`src/rtl/ltbt_pkg.sv`:
```
// ----------------------------------------------------------------------------
// ltbt_pkg - light balance tracker shared definitions
// Types, register indexes, status codes and the sensor pair table used by the
// tracker top level and its compare unit.
// ----------------------------------------------------------------------------
package ltbt_pkg;

	localparam int NUM_SENSORS = 16;
	localparam int IDX_BITS    = 4;
	localparam int TOL_BITS    = 12;
	localparam int ANGLE_BITS  = 8;
	localparam int STEP_BITS   = 4;
	localparam int CFG_IDX_BITS = 2;

	typedef logic [IDX_BITS-1:0]   sensor_idx_t;
	typedef logic [STEP_BITS-1:0]  step_t;
	typedef logic [ANGLE_BITS-1:0] angle_t;
	typedef logic [TOL_BITS-1:0]   tol_t;
	typedef logic [1:0]            status_t;

	// Axis status codes
	localparam status_t ST_STEPPED  = 2'd0;
	localparam status_t ST_BALANCED = 2'd1;
	localparam status_t ST_LIMIT    = 2'd2;

	// Configuration register indexes
	localparam logic [CFG_IDX_BITS-1:0] CFG_TOLERANCE   = 2'd0;
	localparam logic [CFG_IDX_BITS-1:0] CFG_UPPER_LIMIT = 2'd1;
	localparam logic [CFG_IDX_BITS-1:0] CFG_LOWER_LIMIT = 2'd2;

	localparam tol_t   TOL_RESET   = 12'd205;
	localparam angle_t UPPER_RESET = 8'd130;
	localparam angle_t LOWER_RESET = 8'd50;
	localparam angle_t ANGLE_RESET = 8'd90;

	// Evaluation steps: five horizontal pairs, five vertical pairs, then
	// the two direction compares.
	localparam step_t STEP_VERT_FIRST = 4'd5;
	localparam step_t STEP_DIR_H      = 4'd10;
	localparam step_t STEP_DIR_V      = 4'd11;
	localparam step_t LAST_STEP       = STEP_DIR_V;

	typedef struct packed {
		logic near;
		logic a_gt_b;
		logic a_lt_b;
	} cmp_res_t;

	typedef enum logic [3:0] {
		FSM_IDLE  = 4'b0001,
		FSM_EVAL  = 4'b0010,
		FSM_DRAIN = 4'b0100,
		FSM_DONE  = 4'b1000
	} fsm_t;

	function automatic sensor_idx_t pair_a(input step_t s);
		sensor_idx_t r;
		unique case (s)
			4'd0:    r = 4'd0;
			4'd1:    r = 4'd5;
			4'd2:    r = 4'd6;
			4'd3:    r = 4'd7;
			4'd4:    r = 4'd8;
			4'd5:    r = 4'd0;
			4'd6:    r = 4'd1;
			4'd7:    r = 4'd2;
			4'd8:    r = 4'd3;
			4'd9:    r = 4'd4;
			4'd10:   r = 4'd6;
			4'd11:   r = 4'd2;
			default: r = 4'd0;
		endcase
		return r;
	endfunction

	function automatic sensor_idx_t pair_b(input step_t s);
		sensor_idx_t r;
		unique case (s)
			4'd0:    r = 4'd4;
			4'd1:    r = 4'd15;
			4'd2:    r = 4'd14;
			4'd3:    r = 4'd13;
			4'd4:    r = 4'd12;
			4'd5:    r = 4'd12;
			4'd6:    r = 4'd11;
			4'd7:    r = 4'd10;
			4'd8:    r = 4'd9;
			4'd9:    r = 4'd8;
			4'd10:   r = 4'd14;
			4'd11:   r = 4'd10;
			default: r = 4'd0;
		endcase
		return r;
	endfunction

endpackage

```
`src/rtl/two_axis_light_balance_tracker_top.sv`:
```
// ----------------------------------------------------------------------------
// two_axis_light_balance_tracker_top - two axis light balance tracker
// Stores one light sample per sensor; on a scan end item checks balance of
// both axes through one shared compare unit and steps each unbalanced axis inside its limits.
//
//  channel  | signals                                   | direction
//  ---------+-------------------------------------------+----------
//  sample   | start, sensor_index, adc_level, scan_end; | in
//           | busy                                      | out
//  result   | done, horiz_status, vert_status,          | out
//           | horiz_angle, vert_angle, found            |
//  config   | cfg_valid, cfg_ready, cfg_index, cfg_data | in
//
// An item without scan end is stored in its accept cycle; busy stays low.
// A scan end item keeps busy high while its 12 pairs are read through the
// two read ports of the sample store, the compare register is drained and
// the angles are updated; done pulses in the cycle after.
// Reset clears control, presets the angles (90) and the config; the sample store
// is not cleared. The result receiver cannot stall; config is always ready.
// ----------------------------------------------------------------------------
module two_axis_light_balance_tracker_top #(
	parameter int SAMPLE_BITS = 12
) (
	input  logic                               clk,
	input  logic                               arst_n,
	input  logic                               start,
	output logic                               busy,
	input  logic [ltbt_pkg::IDX_BITS-1:0]      sensor_index,
	input  logic [SAMPLE_BITS-1:0]             adc_level,
	input  logic                               scan_end,
	output logic                               done,
	output logic [1:0]                         horiz_status,
	output logic [1:0]                         vert_status,
	output logic [ltbt_pkg::ANGLE_BITS-1:0]    horiz_angle,
	output logic [ltbt_pkg::ANGLE_BITS-1:0]    vert_angle,
	output logic                               found,
	input  logic                               cfg_valid,
	output logic                               cfg_ready,
	input  logic [ltbt_pkg::CFG_IDX_BITS-1:0]  cfg_index,
	input  logic [ltbt_pkg::TOL_BITS-1:0]      cfg_data
);

	ltbt_pkg::fsm_t     state_q;
	ltbt_pkg::step_t    cnt_q;
	ltbt_pkg::step_t    step_s1;
	logic               vld_s1;
	logic [SAMPLE_BITS-1:0] rd_a_s1;
	logic [SAMPLE_BITS-1:0] rd_b_s1;
	logic [SAMPLE_BITS-1:0] mem [ltbt_pkg::NUM_SENSORS];

	ltbt_pkg::tol_t     tol_q;
	ltbt_pkg::angle_t   upper_q;
	ltbt_pkg::angle_t   lower_q;
	ltbt_pkg::angle_t   h_angle_q;
	ltbt_pkg::angle_t   v_angle_q;
	logic               h_bal_q;
	logic               v_bal_q;
	logic               h_up_q;
	logic               v_up_q;
	logic               done_q;
	ltbt_pkg::status_t  h_status_q;
	ltbt_pkg::status_t  v_status_q;
	logic               found_q;

	ltbt_pkg::cmp_res_t cmp_res;
	logic               accept;
	ltbt_pkg::status_t  h_status_d;
	ltbt_pkg::status_t  v_status_d;
	ltbt_pkg::angle_t   h_angle_d;
	ltbt_pkg::angle_t   v_angle_d;

	assign busy      = (state_q != ltbt_pkg::FSM_IDLE);
	assign accept    = start && !busy;
	assign cfg_ready = 1'b1;

	// Configuration registers
	always_ff @(posedge clk or negedge arst_n) begin
		if (!arst_n) begin
			tol_q   <= ltbt_pkg::TOL_RESET;
			upper_q <= ltbt_pkg::UPPER_RESET;
			lower_q <= ltbt_pkg::LOWER_RESET;
		end else if (cfg_valid && cfg_ready) begin
			unique case (cfg_index)
				ltbt_pkg::CFG_TOLERANCE:   tol_q   <= cfg_data;
				ltbt_pkg::CFG_UPPER_LIMIT: upper_q <= cfg_data[ltbt_pkg::ANGLE_BITS-1:0];
				ltbt_pkg::CFG_LOWER_LIMIT: lower_q <= cfg_data[ltbt_pkg::ANGLE_BITS-1:0];
				default: ;
			endcase
		end
	end

	// Sample store: one write port, two registered read ports
	always_ff @(posedge clk) begin
		if (accept) begin
			mem[sensor_index] <= adc_level;
		end
		if (state_q == ltbt_pkg::FSM_EVAL) begin
			rd_a_s1 <= mem[ltbt_pkg::pair_a(cnt_q)];
			rd_b_s1 <= mem[ltbt_pkg::pair_b(cnt_q)];
		end
	end

	ltbt_cmp #(
		.SAMPLE_BITS(SAMPLE_BITS)
	) u_cmp (
		.a   (rd_a_s1),
		.b   (rd_b_s1),
		.tol (tol_q),
		.res (cmp_res)
	);

	// Axis decision from the accumulated compare results
	always_comb begin
		h_angle_d = h_angle_q;
		v_angle_d = v_angle_q;
		if (h_bal_q) begin
			h_status_d = ltbt_pkg::ST_BALANCED;
		end else if (h_angle_q >= upper_q || h_angle_q <= lower_q) begin
			h_status_d = ltbt_pkg::ST_LIMIT;
		end else begin
			h_status_d = ltbt_pkg::ST_STEPPED;
			h_angle_d  = h_up_q ? h_angle_q + 8'd1 : h_angle_q - 8'd1;
		end
		if (v_bal_q) begin
			v_status_d = ltbt_pkg::ST_BALANCED;
		end else if (v_angle_q >= upper_q || v_angle_q <= lower_q) begin
			v_status_d = ltbt_pkg::ST_LIMIT;
		end else begin
			v_status_d = ltbt_pkg::ST_STEPPED;
			v_angle_d  = v_up_q ? v_angle_q + 8'd1 : v_angle_q - 8'd1;
		end
	end

	// Sequencer
	always_ff @(posedge clk or negedge arst_n) begin
		if (!arst_n) begin
			state_q   <= ltbt_pkg::FSM_IDLE;
			cnt_q     <= '0;
			step_s1   <= '0;
			vld_s1    <= 1'b0;
			h_bal_q   <= 1'b1;
			v_bal_q   <= 1'b1;
			h_up_q    <= 1'b0;
			v_up_q    <= 1'b0;
			h_angle_q <= ltbt_pkg::ANGLE_RESET;
			v_angle_q <= ltbt_pkg::ANGLE_RESET;
			done_q    <= 1'b0;
			h_status_q <= ltbt_pkg::ST_STEPPED;
			v_status_q <= ltbt_pkg::ST_STEPPED;
			found_q   <= 1'b0;
		end else begin
			done_q <= 1'b0;
			vld_s1 <= (state_q == ltbt_pkg::FSM_EVAL);
			step_s1 <= cnt_q;

			// fold the previous read pair into the axis flags
			if (vld_s1) begin
				priority if (step_s1 < ltbt_pkg::STEP_VERT_FIRST) begin
					h_bal_q <= h_bal_q && cmp_res.near;
				end else if (step_s1 < ltbt_pkg::STEP_DIR_H) begin
					v_bal_q <= v_bal_q && cmp_res.near;
				end else if (step_s1 == ltbt_pkg::STEP_DIR_H) begin
					h_up_q <= cmp_res.a_gt_b;
				end else begin
					v_up_q <= cmp_res.a_lt_b;
				end
			end

			unique case (state_q)
				ltbt_pkg::FSM_IDLE: begin
					if (accept && scan_end) begin
						cnt_q   <= '0;
						h_bal_q <= 1'b1;
						v_bal_q <= 1'b1;
						state_q <= ltbt_pkg::FSM_EVAL;
					end
				end
				ltbt_pkg::FSM_EVAL: begin
					if (cnt_q == ltbt_pkg::LAST_STEP) begin
						state_q <= ltbt_pkg::FSM_DRAIN;
					end else begin
						cnt_q <= cnt_q + 4'd1;
					end
				end
				ltbt_pkg::FSM_DRAIN: begin
					state_q <= ltbt_pkg::FSM_DONE;
				end
				ltbt_pkg::FSM_DONE: begin
					h_angle_q  <= h_angle_d;
					v_angle_q  <= v_angle_d;
					h_status_q <= h_status_d;
					v_status_q <= v_status_d;
					found_q    <= (h_status_d != ltbt_pkg::ST_STEPPED)
						&& (v_status_d != ltbt_pkg::ST_STEPPED);
					done_q     <= 1'b1;
					state_q    <= ltbt_pkg::FSM_IDLE;
				end
				default: state_q <= ltbt_pkg::FSM_IDLE;
			endcase
		end
	end

	assign done         = done_q;
	assign horiz_status = h_status_q;
	assign vert_status  = v_status_q;
	assign horiz_angle  = h_angle_q;
	assign vert_angle   = v_angle_q;
	assign found        = found_q;

	a_done_after_update: assert property (@(posedge clk) disable iff (!arst_n)
		done_q |-> $past(state_q == ltbt_pkg::FSM_DONE))
		else $error("result strobe without an angle update");

	a_found_matches: assert property (@(posedge clk) disable iff (!arst_n)
		done_q |-> (found_q == ((h_status_q != ltbt_pkg::ST_STEPPED)
			&& (v_status_q != ltbt_pkg::ST_STEPPED))))
		else $error("found flag disagrees with statuses");

	a_h_step_one: assert property (@(posedge clk) disable iff (!arst_n)
		(h_angle_q == $past(h_angle_q)) || (h_angle_q == $past(h_angle_q) + 8'd1)
		|| (h_angle_q == $past(h_angle_q) - 8'd1))
		else $error("horizontal angle moved by more than one degree");

	a_cnt_range: assert property (@(posedge clk) disable iff (!arst_n)
		(state_q == ltbt_pkg::FSM_EVAL) |-> (cnt_q <= ltbt_pkg::LAST_STEP))
		else $error("step counter ran past the last pair");

	a_eval_feeds_s1: assert property (@(posedge clk) disable iff (!arst_n)
		(state_q == ltbt_pkg::FSM_DRAIN) |-> (vld_s1 && step_s1 == ltbt_pkg::LAST_STEP))
		else $error("last compare not in flight at drain");

endmodule

```
`src/rtl/ltbt_cmp.sv`:
```
// ----------------------------------------------------------------------------
// ltbt_cmp - shared level compare unit
// Subtracts b from a (and a from b when negative): absolute difference against
// the tolerance, plus the sign of the difference for the step direction.
// ----------------------------------------------------------------------------
module ltbt_cmp #(
	parameter int SAMPLE_BITS = 12
) (
	input  logic [SAMPLE_BITS-1:0] a,
	input  logic [SAMPLE_BITS-1:0] b,
	input  ltbt_pkg::tol_t         tol,
	output ltbt_pkg::cmp_res_t     res
);

	localparam int CW = (SAMPLE_BITS > ltbt_pkg::TOL_BITS) ? SAMPLE_BITS
		: ltbt_pkg::TOL_BITS;

	logic [SAMPLE_BITS:0]   diff;
	logic [SAMPLE_BITS-1:0] abs_diff;
	logic [CW-1:0]          abs_ext;
	logic [CW-1:0]          tol_ext;

	assign diff     = {1'b0, a} - {1'b0, b};
	assign abs_diff = diff[SAMPLE_BITS] ? (b - a) : diff[SAMPLE_BITS-1:0];
	assign abs_ext  = CW'(abs_diff);
	assign tol_ext  = CW'(tol);

	assign res.near   = (abs_ext <= tol_ext);
	assign res.a_lt_b = diff[SAMPLE_BITS];
	assign res.a_gt_b = !diff[SAMPLE_BITS] && (diff[SAMPLE_BITS-1:0] != '0);

endmodule

```
`config.mk`:
```
export PLATFORM = sky130hd
export DESIGN_NAME = two_axis_light_balance_tracker_top
export DESIGN_NICKNAME = d
export VERILOG_FILES = /design/src/rtl/ltbt_pkg.sv /design/src/rtl/two_axis_light_balance_tracker_top.sv /design/src/rtl/ltbt_cmp.sv
export SDC_FILE = /design/constraint.sdc
export NUM_CORES = 1
export LEC_CHECK = 0
export BUFFER_PORTS_ARGS = -buffer_cell sky130_fd_sc_hd__buf_2
export CORE_MARGIN = 5
export CORE_UTILIZATION = 49
export DETAILED_ROUTE_END_ITERATION = 12
export HOLD_SLACK_MARGIN = 0.1
export PLACE_DENSITY = 0.76
export SKIP_CTS_REPAIR_TIMING = 1
export SLEW_MARGIN = 30
export SYNTH_ARGS = -nofsm -noshare
export SYNTH_HDL_FRONTEND = slang
export SYNTH_SLANG_ARGS = --single-unit
```
`constraint.sdc`:
```
create_clock -name clk -period 3.76 [get_ports clk]
set_input_delay 0.94 -clock clk [delete_from_list [all_inputs] [get_ports clk]]
set_output_delay 0.94 -clock clk [all_outputs]
set_load 0.02 [all_outputs]
```
# After elaboration in Yosys (flattened, before gate mapping)
# Memories as Yosys holds them, arrays and structs flattened. A register that Yosys moved wholly into a read port is not among the register bits.
# Cells that the tools add are included.
[op_classes] n_addsub=7 order_cmp=7 n_eq_ne=12 mux=27 n_bitwise=7 n_reduce_logical=24
[ops] cell="$mux 4" count=6
[ops] cell="$add 8x1->8 const B" count=2
[ops] cell="$ge 8x8->1" count=2
[ops] cell="$le 8x8->1" count=2
[ops] cell="$mux 8" count=2
[ops] cell="$sub 8x1->8 const B" count=2
[ops] cell="$sub 12x12->13" count=1
[ops] cell="$eq 4x4->1 const B" count=3
[ops] cell="$le 12x12->1" count=1
[ops] cell="$mux 1" count=12
[ops] cell="$mux 12" count=1
[ops] cell="$pmux 4 s3" count=1
[ops] cell="$reduce_bool 12->1" count=1
[ops] cell="$sub 12x12->12" count=1
[ops] cell="$reduce_and 3->1" count=3
[ops] cell="$mux 2" count=4
[ops] cell="$pmux 4 s2" count=1
[ops] cell="$reduce_and 2->1" count=4
[ops] cell="$reduce_and 4->1" count=2
[ops] cell="$not 1->1" count=7
[ops] cell="$logic_and 1x1->1" count=6
[ops] cell="$reduce_bool 2->1" count=3
[ops] cell="$add 4x1->4 const B" count=1
[ops] cell="$eq 4x1->1 const B" count=1
[ops] cell="12 further kinds" count=15
[word_totals] register_bits=67 ramBits=192 rom_bits=128 inputBits=35 elab_cells=104 memories=3
[mem_list] memory="mem" depth=16 word_bits=12 rd=2 rd_clocked_by_memory_dff=2 write_ports=1 line_no="two_axis_light_balance_tracker_top.sv:49" source="logic [SAMPLE_BITS-1:0] mem [ltbt_pkg::NUM_SENSORS];"
[mem_list] memory="(no name shown)" depth=16 word_bits=4 rd=1 rd_clocked_by_memory_dff=0 write_ports=0 line_no="ltbt_pkg.sv:58" source="unique case (s)"
[mem_list] memory="(no name shown)" depth=16 word_bits=4 rd=1 rd_clocked_by_memory_dff=0 write_ports=0 line_no="ltbt_pkg.sv:78" source="unique case (s)"

# Logic depth before layout (Yosys ltp)
[logic_depth] depth_word=9 mapped_depth=18

# Cells and area by module
# A second synthesis with hierarchy kept.
[unflattened] cells_unflattened=1177 hier_area_um2=14709.1
[modules_own_cells] mod="two_axis_light_balance_tracker_top" instances=1 cells_per_inst=964 area_each_um2=13133.8 seq_area_each_um2=8189.1
[modules_own_cells] mod="ltbt_cmp" instances=1 cells_per_inst=213 area_each_um2=1575.3 seq_area_each_um2=0.0

# Worst setup path before layout
# Ideal clock, no wire load.
[synth_path] path_kind="register to register" start="reg rd_a_s1[0], read port of mem" end="reg h_bal_q" setup_ns=0.073 t_arrival_ns=3.359 required_ns=3.687 slack_ns=0.328 path_stages_with_launch=18 path_buffers=1 period_less_slack_ns=3.432 path_cell_list="edfxtp_1 -> inv_1 -> ha_1 -> inv_1 -> fa_1 -> a211oi_2 -> o211ai_1 -> a221oi_4 -> a21oi_4 -> buf_6 -> mux2_1 -> ha_1 -> nor2b_1 -> o21ai_0 -> nand2b_1 -> a21oi_1 -> o221ai_1 -> a21oi_1"
[synth_between] elab_chain_len=8 elab_cells_between_ends=9
[synth_rtl] item="from (decl)" line_no="two_axis_light_balance_tracker_top.sv:47" source="logic [SAMPLE_BITS-1:0] rd_a_s1;"
[synth_rtl] item="$sub 12x12->13 or $sub 12x12->12 (tied branches)" line_no="ltbt_cmp.sv:23, ltbt_cmp.sv:24"
[synth_rtl] item="$mux 12 *" line_no="ltbt_cmp.sv:24" source="assign abs_diff = diff[SAMPLE_BITS] ? (b - a) : diff[SAMPLE_BITS-1:0];"
[synth_rtl] item="$le 12x12->1 *" line_no="ltbt_cmp.sv:28" source="assign res.near = (abs_ext <= tol_ext);"
[synth_rtl] item="$logic_and 1x1->1 *" line_no="two_axis_light_balance_tracker_top.sv:159" source="h_bal_q <= h_bal_q && cmp_res.near;"
[synth_rtl] item="$mux 1 *" line_no="two_axis_light_balance_tracker_top.sv:158" source="priority if (step_s1 < ltbt_pkg::STEP_VERT_FIRST) begin"
[synth_rtl] item="$mux 1 *" line_no="two_axis_light_balance_tracker_top.sv:157" source="if (vld_s1) begin"
[synth_rtl] item="$mux 1" line_no="two_axis_light_balance_tracker_top.sv:171" source="if (accept && scan_end) begin"
[synth_rtl] item="$mux 1 *" line_no="two_axis_light_balance_tracker_top.sv:169" source="unique case (state_q)"
[synth_rtl] item="to (signal assigned)" line_no="two_axis_light_balance_tracker_top.sv:159"
[synth_rtl] item="to (decl)" line_no="two_axis_light_balance_tracker_top.sv:56" source="logic h_bal_q;"
# Every way passes the cells marked *; elsewhere a longest branch is shown, timed or not.
# A chain may end at the register's enable or synchronous reset.

# Final worst setup path
# Same ends and word-level chain as after synthesis.

==> run_results.csv <==
group,metric,value,unit
global_routing,grt_antenna_before_repair,1,
sta,slew_viol_final,0,
clock_tree,clkTransAtPathRegs,0.06,ns
placement,gp_congestion,0.864,
floorplan,die_x,182,um
floorplan,io_pins,59,
sta,finalSetupViolCount,0,
worst_setup_path,r2r-start,"rd_a_s1[0]",
sta,hold_ws,0.373,ns
global_routing,grt_usage,18.2,%
synth,avgSynthCellArea,14.3,um2
clock_tree,cts-buffers-inserted,30,
hold_path,hold_class,"input port to asynchronous set/reset pin",
power_and_ir_drop,ir_worst_vdd,0.466,mV
route,drc_errors,0,
floorplan,die_height,182,um
worst_setup_path,crit_family,"compound AO/OA/AOI/OAI gates",
route,ant_nets,0,
power_and_ir_drop,p_leak,6.50,nW
sta,skew,0.0509,ns
synth,synth_cells,1013,
sta,rsz0062_at_grt,"true",
synth,yosysMostFrequentCell,"edfxtp_1",
synth,synth.top_cell.area_share,44.9,%
worst_setup_path,crit_fanout,6,
power_and_ir_drop,power_frac_seq,40.9,%
job,maxCapViolCount,0,
synth,ys_seq_area_share,56.6,%
cells_and_area,area_growth_syn_to_layout,14.5,%
worst_setup_path,worst-path-buf-inv,3,
sta,max_freq,0.275,GHz
cells_and_area,fin_nets,1235,
global_routing,grt_pass1_vias,8929,
worst_setup_path,crit_top_cell,"a211oi_2",
synth,synth_nets,1136,
worst_setup_path,cp_slowest_stage_delay,0.41,ns
cells_and_area,fin_util,57.2,%
worst_setup_path,worstPathCellList,"inv_1 > ha_2 > inv_2 > fa_2 > a211oi_2 > o211ai_1 > a221oi_4 > a21oi_4 > buf_6 > mux2i_2 > xor2_1 > ha_1 > a21oi_2 > nor2_1 > a211oi_2 > o221ai_2 > a21oi_1",
floorplan,rows,62,
synth,ys_seq_elements,283,
route,num_vias,8868,
route,drt-total-wl,30500,um
global_routing,grt_pass1_wl,48600,um
power_and_ir_drop,internal_power,0.00641,W
cells_and_area,stdcell_count,1521,
clock_tree,insertion_delay,0.58,ns
clock_tree,cts_tree,"done",
synth,yosys_most_used_dff,"edfxtp_1",
synth,synthTopCellsByCount,"216 x edfxtp_1, 84 x ha_1, 72 x mux4_2, 72 x nand2_1, 67 x inv_1",
sta,min_period_over_period,96.6,%
worst_setup_path,critPathSlowestCell,"edfxtp_1",
worst_setup_path,cp.required,4.22,ns
worst_setup_path,r2r_cells,17,
worst_setup_path,r2r_end,"h_bal_q",
clock_tree,ctsHtreeMaxLevel,1,
synth,synth_edf_count,216,
placement,io_buffers,57,
route,drt-vias-per-instance,5.83,
sta,min_period,3.63,ns
global_routing,globalRoute.totalOverflow,0,
synth,syn-cell-area,14500,um2
clock_tree,clock-sinks,283,
synth,synth_cell_types,75,
clock_tree,clockRootBuffer,"clkbuf_16",
synth,synth_area_leaders,"edfxtp_1 45%, mux4_2 11%, dfrtp_1 8.0%, ha_1 7.3%, dfstp_2 3.8%",
power_and_ir_drop,p_switching,0.00246,W
power_and_ir_drop,comb_power_share,24.9,%
clock_tree,clk_path_buf_depth,3,
sta,timing.final.ws_setup,0.127,ns
worst_setup_path,cp.arrival,4.10,ns
worst_setup_path,worstSetupPathType,"flip-flop to flip-flop",
placement,dp.cells,1454,
power_and_ir_drop,netSwitchingFraction,27.8,%
worst_setup_path,r2r_slack,0.13,ns
route,wl_per_cell,20.1,um
worst_setup_path,critPathCaptureType,"flip-flop",
route,dr.first_iter.drc_count,638,
power_and_ir_drop,power.share.clock,34.3,%
sta,tightest_slew,0.682,ns
route,drtPass1Iterations,5,
outcome,status,"finished clean",
worst_setup_path,cp-start-kind,"flip-flop",
sta,timing.final.hold_violations,0,
synth,synthArstFlopShare,23.7,%
floorplan,initial_core_util,50.0,%
placement,place.detailed.hpwl,21700,um
cells_and_area,layout-drive-gt1-share,27.0,%
synth,yosys.area.top_type,"edfxtp_1",
placement,dp_slack,0.0109,ns
global_routing,grt_max_degree,42,
synth,yosys_warnings,0,
power_and_ir_drop,power.density_cell_area,536,nW/um2
floorplan,core_area,28900,um2
floorplan,dieArea,33000,um2
cells_and_area,fillers,2215,
sta,slew-limit-headroom,54.5,%
## worst reg2reg max path, cell delays in order, from the launching register on
cell      delay (ns)
edfxtp_1        0.41
inv_1           0.08
ha_2            0.19
inv_2           0.04
fa_2            0.38
a211oi_2        0.29
o211ai_1        0.16
a221oi_4        0.35
a21oi_4         0.15
buf_6           0.17
mux2i_2         0.14
xor2_1          0.20
ha_1            0.33
a21oi_2         0.13
nor2_1          0.07
a211oi_2        0.18
o221ai_2        0.13
a21oi_1         0.16
## state kept, by name (all words and copies together), names as in the netlist, 8 cells and up
register / count
lower_q: 8
vert_angle: 8
mem: 192
tol_q: 12
rd_b_s1: 12
upper_q: 8
horiz_angle: 8
rd_a_s1: 12
## metrics by stage
step	power [W]	TNS (ns)	instance area [um2]
floorplan	0.00529	0	14500
global placement	0.00574	0	15300
detailed placement	0.00581	0	15300
CTS	0.00886	-0.0304	16400
global route	0.00929	-0.185	16600
finish	0.00887	0	16600
## cells in the final DEF (no fill, tap or decap), types with 8 or more instances in the layout
cell / instances
a211oi_1: 9
a21o_1: 19
a21oi_1: 24
a22oi_1: 25
a32oi_1: 12
buf_2: 56
buf_4: 46
clkbuf_16: 30
clkinv_2: 9
dfrtp_1: 45
dfstp_2: 21
edfxtp_1: 216
ha_1: 82
inv_1: 66
mux2_1: 11
mux2_2: 19
mux2i_1: 9
mux4_2: 72
nand2_1: 71
nand2b_1: 8
nand4_1: 9
nor2_1: 53
nor2b_1: 8
nor3_1: 13
o21ai_0: 35
xnor2_1: 22
xor2_1: 9
## final cells by class
type | instances | area, um2 | area share (%)
clock buffer | 33 | 792 | 4.78
inverter | 68 | 255 | 1.54
tap | 384 | 480 | 2.90
sequential | 283 | 8190 | 49.5
clock inverter | 23 | 258 | 1.56
multi-input combinational | 623 | 5900 | 35.6
antenna | 1 | 2.50 | 0.0151
timing repair buffer | 106 | 679 | 4.10
## worst max-delay path by stage
stage          endpoint  depth (start not counted)  slack, ns       start
3_3_place_gp    h_bal_q                         17       0.13  rd_a_s1[0]
2_1_floorplan   h_bal_q                         17       0.33  rd_a_s1[0]
5_1_grt         h_bal_q                         16      -0.12  rd_a_s1[0]
4_1_cts         h_bal_q                         17      -0.02  rd_a_s1[0]
6_report        h_bal_q                         17       0.13  rd_a_s1[0]
3_5_place_dp    h_bal_q                         17       0.01  rd_a_s1[0]
## power groups by stage
stage	Combinational [W]	Clock, W	Sequential (W)
floorplan	0.00162	0	0.00366
global placement	0.00206	0	0.00368
detailed placement	0.00212	0	0.00369
CTS	0.00214	0.00310	0.00363
global route	0.00242	0.00323	0.00364
finish	0.00221	0.00304	0.00363
## layer usage
layer	track usage (%)	vias up	share of wire [%]
li1	-	4118	-
met1	24.7	4416	42
met5	0	-	0
met4	4.77	0	2.2
met2	31.1	283	50
met3	2.66	51	5.4
## cell families (layout without fill, tap and decap cells)
group | count (synthesis) | count (layout) | share of synthesized area [%]
buffers and inverters | 107 | 230 | 3.26
and+or+nand+nor | 210 | 210 | 7.21
DFF | 283 | 283 | 56.6
xor gates and xnor gates | 31 | 31 | 1.88
other | 1 | 2 | 0.0259
AOI/OAI and AO/OA | 181 | 181 | 8.91
adders and majority gates | 88 | 88 | 7.82
muxes | 112 | 112 | 14.2
Note: power is estimated with default switching activity, not from simulation.
